File: config.mk
export PLATFORM = sky130hd
export DESIGN_NAME = focctl_div
export DESIGN_NICKNAME = d
export VERILOG_FILES = /design/src/focctl_pkg.sv /design/src/focctl_div.sv
export SDC_FILE = /design/constraint.sdc
export NUM_CORES = 1
export LEC_CHECK = 0
export BUFFER_PORTS_ARGS = -buffer_cell sky130_fd_sc_hd__buf_2
export CORE_UTILIZATION = 45
export DETAILED_ROUTE_END_ITERATION = 6
export GPL_TIMING_DRIVEN = 1
export SLEW_MARGIN = 25
export SYNTH_ARGS = -nofsm -noshare
export SYNTH_HDL_FRONTEND = slang
export SYNTH_SLANG_ARGS = --single-unit
File: constraint.sdc
create_clock -name clk_i -period 7 [get_ports clk_i]
set_clock_uncertainty 0.2 [all_clocks]
set_input_delay 1.4 -clock clk_i [delete_from_list [all_inputs] [get_ports clk_i]]
set_output_delay 1.4 -clock clk_i [all_outputs]
set_load 0.02 [all_outputs]
File: src/focctl_pkg.sv
// Shared definitions for the open-loop FOC current controller.
// Holds divider widths, the divider status word, register indexes and the sine table generator.
// No dependencies.
package focctl_pkg;

  // Default size of the sine table, as a power of two.
  localparam int unsigned SINE_TABLE_BITS = 8;

  // Shared restoring divider: dividend, divisor and quotient widths.
  localparam int unsigned DIV_NUM_W = 52;
  localparam int unsigned DIV_DEN_W = 32;
  localparam int unsigned DIV_QUO_W = 17;

  // Configuration port geometry.
  localparam int unsigned CFG_IDX_W  = 3;
  localparam int unsigned CFG_DATA_W = 24;

  // Register indexes.
  localparam logic [CFG_IDX_W-1:0] REG_D_TARGET   = 3'd0;
  localparam logic [CFG_IDX_W-1:0] REG_Q_TARGET   = 3'd1;
  localparam logic [CFG_IDX_W-1:0] REG_PROP_GAIN  = 3'd2;
  localparam logic [CFG_IDX_W-1:0] REG_INTEG_GAIN = 3'd3;
  localparam logic [CFG_IDX_W-1:0] REG_INTEG_LIM  = 3'd4;
  localparam logic [CFG_IDX_W-1:0] REG_DRIVE_LIM  = 3'd5;
  localparam logic [CFG_IDX_W-1:0] REG_ANGLE_STEP = 3'd6;
  localparam logic [CFG_IDX_W-1:0] REG_PWM_PERIOD = 3'd7;

  // Divider status seen by the sequencer.
  typedef struct packed {
    logic done;
    logic ovf;
  } div_status_t;

  // Quarter-wave sine, x in 0..16384, Q15 result (ninth-order odd polynomial).
  function automatic longint quarter_sine(input longint x);
    longint z;
    longint z2;
    longint p;
    longint r;
    z  = x <<< 16;
    z2 = (z * z) >>> 30;
    p  = 172272;
    p  = 5026995 - ((p * z2) >>> 30);
    p  = 85569306 - ((p * z2) >>> 30);
    p  = 693598670 - ((p * z2) >>> 30);
    p  = 1686629713 - ((p * z2) >>> 30);
    r  = (((p * z) >>> 30) + 16384) >>> 15;
    if (r > 32767) begin
      r = 32767;
    end
    return r;
  endfunction

  // Sine table entry for a given index, evaluated at elaboration.
  function automatic logic signed [15:0] sine_entry(input int unsigned idx,
                                                    input int unsigned bits);
    longint a;
    longint q;
    longint x;
    longint r;
    a = longint'(idx << (16 - bits)) & 64'hFFFF;
    q = a >>> 14;
    x = a & 64'h3FFF;
    if ((q & 1) != 0) begin
      x = 16384 - x;
    end
    r = quarter_sine(x);
    if ((q & 2) != 0) begin
      r = -r;
    end
    return r[15:0];
  endfunction

endpackage

File: src/focctl_div.sv
// Restoring divider used by the duty computation.
// One quotient bit per cycle, with an overflow flag when the quotient does not fit.
// Depends on focctl_pkg.
module focctl_div (
  input  logic                                clk_i,
  input  logic                                rst_ni,
  input  logic                                start_i,
  input  logic [focctl_pkg::DIV_NUM_W-1:0]    num_i,
  input  logic [focctl_pkg::DIV_DEN_W-1:0]    den_i,
  output logic [focctl_pkg::DIV_QUO_W-1:0]    quot_o,
  output focctl_pkg::div_status_t             status_o
);
  import focctl_pkg::*;

  localparam int unsigned CntW = $clog2(DIV_QUO_W + 1);
  localparam int unsigned DshW = DIV_DEN_W + DIV_QUO_W - 1;

  logic                 busy_q, busy_d;
  logic [CntW-1:0]      cnt_q, cnt_d;
  logic [DIV_NUM_W-1:0] rem_q, rem_d;
  logic [DshW-1:0]      dsh_q, dsh_d;
  logic [DIV_QUO_W-1:0] quot_q, quot_d;
  logic                 ovf_q, ovf_d;
  logic                 geq;

  // Trial subtraction of the shifted divisor.
  assign geq = rem_q >= DIV_NUM_W'(dsh_q);

  // Next-state logic for one quotient bit per cycle.
  always_comb begin
    busy_d = busy_q;
    cnt_d  = cnt_q;
    rem_d  = rem_q;
    dsh_d  = dsh_q;
    quot_d = quot_q;
    ovf_d  = ovf_q;
    if (start_i) begin
      busy_d = 1'b1;
      cnt_d  = CntW'(DIV_QUO_W);
      rem_d  = num_i;
      dsh_d  = {den_i, {(DIV_QUO_W-1){1'b0}}};
      quot_d = '0;
      ovf_d  = num_i >= DIV_NUM_W'({den_i, {DIV_QUO_W{1'b0}}});
    end else if (busy_q && (cnt_q != '0)) begin
      if (geq) begin
        rem_d = rem_q - DIV_NUM_W'(dsh_q);
      end
      quot_d = {quot_q[DIV_QUO_W-2:0], geq};
      dsh_d  = dsh_q >> 1;
      cnt_d  = cnt_q - CntW'(1);
    end else if (busy_q) begin
      busy_d = 1'b0;
    end
  end

  // Control registers.
  always_ff @(posedge clk_i or negedge rst_ni) begin
    if (!rst_ni) begin
      busy_q <= 1'b0;
      cnt_q  <= '0;
    end else begin
      busy_q <= busy_d;
      cnt_q  <= cnt_d;
    end
  end

  // Datapath registers.
  always_ff @(posedge clk_i) begin
    rem_q  <= rem_d;
    dsh_q  <= dsh_d;
    quot_q <= quot_d;
    ovf_q  <= ovf_d;
  end

  assign quot_o          = quot_q;
  assign status_o.done   = busy_q && (cnt_q == '0);
  assign status_o.ovf    = ovf_q;

endmodule

Word level (Yosys, flattened, before mapping) --
Index checks and enable logic that the tools add are counted.
Storage, ports and cells: flip-flop bits (word level) 124, bits of input ports 87, output and inout port bits 19, word-level logic and storage cells 28
Cells by class: add/sub/neg operators 2, magnitude comparators 2, eq/ne operators 1, muxes and demuxes 9, reduce and logical (&&, ||, !) cells 7
Operator list (number):
- $mux 52 | 3
- $mux 48 | 2
- $ge 52x48->1 | 1
- $ge 52x49->1 | 1
- $sub 52x48->52 | 1
- $mux 5 | 2
- $logic_not 5->1 | 1
- $reduce_bool 5->1 | 1
- $sub 5x1->5 const B | 1
- $reduce_bool 2->1 | 2
- $logic_and 1x1->1 | 2
- $mux 1 | 2
- $ne 2x2->1 const B | 1
- $reduce_and 2->1 | 1

Longest topological paths before layout --
word-level depth 4, mapped depth 14, depth with buffers taken out 14

Worst setup path before layout --
OpenSTA, ideal clock, no wires.
kind reg-to-reg, start point register rem_q[0], end point register rem_q[0], enable pin, library setup time 0.468 ns, arrival time 4.867 ns, data required time 6.332 ns, path slack 1.465 ns, stages on the path, launching flop included 15, path buffers 0, clock period less this slack 5.535 ns, cell sequence edfxtp_1 > inv_1 > ha_1 > inv_1 > fa_1 > a211oi_1 > o211ai_2 > nand2_2 > a21oi_4 > a2111oi_4 > o221a_2 > o31a_1 > o31ai_2 > a21oi_1 > o21ai_1
On the way: word-level cells in the longest chain between the ends 3
RTL lines:
- start: declaration | RTL line focctl_div.sv:20 | logic [DIV_NUM_W-1:0] rem_q, rem_d;
- start signal: assignment | RTL line focctl_div.sv:69 | rem_q <= rem_d;
- $ge 52x48->1 | RTL line focctl_div.sv:27 | assign geq = rem_q >= DIV_NUM_W'(dsh_q);
- $reduce_bool 2->1 (no source line)
- $reduce_and 2->1 (no source line)
Every way passes these cells. A chain may end at the register's enable or synchronous reset.

Worst setup path in the final report --
start point register rem_q[0], end point register rem_q[23], enable pin
The elaborated chain is that of the path after synthesis.

==> results.md <==
- Number of hold-slack violations in the final timing report: 0
- ANT cells: 0
- Area enclosed by the die boundary: 0.0204 sq mm
- Cts-stage hold buffer count: 0
- Die width: 143 microns
- Number of global-route vias before repair: 7253
- Worst-path cell with the longest stage delay: a2111oi_4
- Netlist Area Pre-Place: 0.00892 sq mm
- Cell variety after synth: 61
- Dominant combinational cell family by area after synthesis: compound AO/OA/AOI/OAI gates
- Setup Slack @ Placement: 2.82 ns
- Delay contributed by the slowest stage of the critical path: 0.44 ns
- Count of flip-flops with a built-in enable after synthesis: 85
- Kind of capture point of the worst setup path: register
- Fraction of synthesized area in multiplexers: 0.00603
- Max-cap check violation count: 0
- Biggest area contributors in the synthesized netlist: edfxtp_1 (29%), ha_1 (11%), nand2_1 (8.4%), dfxtp_1 (7.4%), a21oi_1 (5.4%)
- Signed area change from the synthesized netlist to the final layout: 14.4%
- Category of the critical setup timing path: reg2reg
- Vertical die dimension: 143 microns
- Starting utilization of the core area: 0.459
- Period minus WS final: 4.19 ns
- Net count of the finished layout: 1296
- Data arrival time of the worst path: 4.08 ns
- Pin count of the biggest net entering global routing: 103
- Syn_nets: 1219
- HP Class: reg2reg
- Total global routing track utilization: 0.227
- Routed wire length: 22600 microns
- Insertion delay to the later sink of the worst-skew pair: 0.43 ns
- Initial antenna violation count: 0
- Most common library cell in the layout ignoring fill and taps: nand2_1
- Post-DRT Antenna Nets: 0
- Routed wire length per instance: 16.1 microns
- IO Pins: 106
- Post-Route Setup TNS: 0 ns
- Post-synthesis share of cell area spent on and, or, nand and nor gates: 0.163
- Port Buf Inserts: 105
- RSZ-0062 raised after global routing: false
- Total half-perimeter wirelength after legalization and detailed placement: 16500 microns
- Fmax: 238 MHz
- Count of synthesis-stage warnings from yosys: 0
- Sequential Power Share: 0.256
- Vias post-DR: 7620
- Power, Total: 4630 uW
- Parity-gate share of the synthesized area counting xor and xnor cells: 0.0491
- Crit Path Max Fanout: 52
- Cell taking the most area after synthesis: edfxtp_1
- Share of the synthesized area in compound gates (AO/OA/AOI/OAI): 0.224
- Fill count: 1887
- Cell internal power dissipation: 2580 uW
- Global-route wire length before repair: 36000 microns
- Number of buffer and inverter instances along the worst setup path: 3
- Dominant cell type by count on the critical path: inv_1
- Mapped Avg Cell Area: 8.50 sq um
- Worst path top cell family by delay: compound AO/OA/AOI/OAI gates
- Maximum ir drop on the vdd rail: 0.000223 V
- Element type at the critical path start: register
- Count of TritonRoute iterations in the first routing pass: 6
- Number of DRC violations after detailed-routing iteration 0: 426
- H-tree level count: 4
- Placement row count: 51
- DRC viols: 0
- Share of the clock period used by the worst path after layout: 0.599
- Cell area power density: 454 mW/mm^2
- Final estimated routing congestion in global placement: 0.866
- Leak Pwr: 0.00444 uW
- Number of cells upsized or downsized after cts: 0
- Slew at the pin closest to its max-slew limit: 0.947 ns
- Clock tree root driver cell: clkbuf_16
- Number of synthesized register bits: 124
- Final setup violation count: 0
- Combinational cell fraction of total power: 0.557
- Most common flop cell mapped by yosys: edfxtp_1
- Relative slew slack: 0.369
- Clock tree from TritonCTS: yes
- Proportion of netlist area held by the largest area contributor: 0.286
- Sw frac: 0.442
- Max Slew Vio Count: 0
- Sw power: 2050 uW
- End-of-flow core utilization: 0.525
- Result of the run: complete, no violations
- WP data required: 6.89 ns
- Clock slew at reported path FFs: 0.06 ns
- Post-CTS setup repair buffer count: 0
- Worst path cell trace: inv_1, ha_1, inv_1, fa_1, a211oi_1, o211ai_2, nand2_2, a21oi_4, a2111oi_4, o221a_2, o31a_1, o31ai_2, a21oi_1, o21ai_4, buf_4
- Clock buffers created by TritonCTS: 17
- Proportion of power drawn by the clock network: 0.187
- Hold_ws: 0.260 ns
- Share of flip-flops with an asynchronous set or reset after synthesis: 0.0484
- Max Root-Sink Buffers: 2
- Arithmetic-cell share of the synthesized area counting full adders, half adders and majority gates: 0.116
- Number of vias per cell after detailed routing: 5.42
- Total overflow reported by the global router: 0
- Fraction of layout cells with a size suffix above 1: 0.146
- Standard cell core area: 0.0195 sq mm
- Post-synthesis cell count: 1050
- Most used cells in the layout excluding fill and tap cells: nand2_1 (200), buf_2 (104), inv_1 (99), a21oi_1 (97), edfxtp_1 (85)
- Number of sinks handled by clock tree synthesis: 124
- Least setup slack across all paths after layout: 2.81 ns
- Sequential cell area fraction in the yosys report: 0.377
==> path summary, 6_finish.rpt <==
path | startpoint | end | slack [ns] | cells past startpoint
setup / recovery | rem_q[0] | rem_q[23] | 2.81 | 15
hold / removal | quot_o[16] | quot_o[16] | 0.26 | 2
setup reg to reg | rem_q[0] | rem_q[23] | 2.81 | 15
hold reg to reg | quot_o[16] | quot_o[16] | 0.26 | 2
max in group asynchronous | rst_ni | cnt_q[1] | 5.88 | 1
min in group asynchronous | rst_ni | cnt_q[3] | 0.58 | 1
==> power by group through the flow <==
stage               Combinational (uW)  Clock [uW]  Sequential, uW
detailed placement                2540           0            1200
CTS                               2570         879            1190
global route                      2860         905            1210
global placement                  2530           0            1190
floorplan                         1970           0            1190
finish                            2580         865            1190
==> cell usage after synthesis (6+ instances only) <==
cell type  instances
a211oi_1           7
a21o_1            33
a21oi_1           97
clkbuf_1          47
dfrtp_1            6
dfxtp_1           33
edfxtp_1          85
ha_1              81
inv_1             99
nand2_1          200
nand2b_1           6
nand3_1           10
nand4_1           22
nor2_1            47
nor2b_1            8
nor3_1             6
nor4_1             9
o21a_1             8
o21ai_0           73
o21ai_1           11
o21bai_1          13
o31ai_1           34
xnor2_1           33
xor2_1            17
==> metrics by stage <==
step	area (sq um)	instances
finish	10200	1405
global route	10200	1405
CTS	10200	1405
detailed placement	9640	1373
global placement	9640	1373
floorplan	8920	1050
==> layout make-up <==
class	instances	area [sq um]	share of cell area
multi-input cells	775	5010	0.490
flip-flops and latches	124	3360	0.329
repair buffers	110	569	0.0557
clock buffers	18	450	0.0441
inverters	99	372	0.0364
well taps	265	332	0.0325
clock inverters	14	119	0.0116
==> cells by family after synthesis <==
logic type      Yosys count
fa+ha+maj                82
compound gates          310
simple gates            328
flops                   124
buf+inv                 151
xor+xnor                 50
mux                       5
==> per-layer routing <==
layer,part of all wire,vias up,track usage
met5,0,-,0
met4,0.018,0,0.0798
met3,0.031,27,0.0285
met2,0.47,153,0.373
met1,0.48,3583,0.308
li1,-,3857,-
==> flip-flops by register name, summed over array words and instances, names as in the netlist <==
name,cells
rem_q,52
quot_o,17
cnt_q,5
busy_q,1
dsh_q,48
ovf_q,1
==> worst reg2reg max path, stage by stage (launching register included) <==
cell and delay, ns:
edfxtp_1 0.36, inv_1 0.06, ha_1 0.16, inv_1 0.06, fa_1 0.41, a211oi_1 0.35
o211ai_2 0.17, nand2_2 0.10, a21oi_4 0.10, a2111oi_4 0.44, o221a_2 0.31, o31a_1 0.24
o31ai_2 0.10, a21oi_1 0.32, o21ai_4 0.07, buf_4 0.38
No activity file was read; power rests on OpenSTA's default activity.
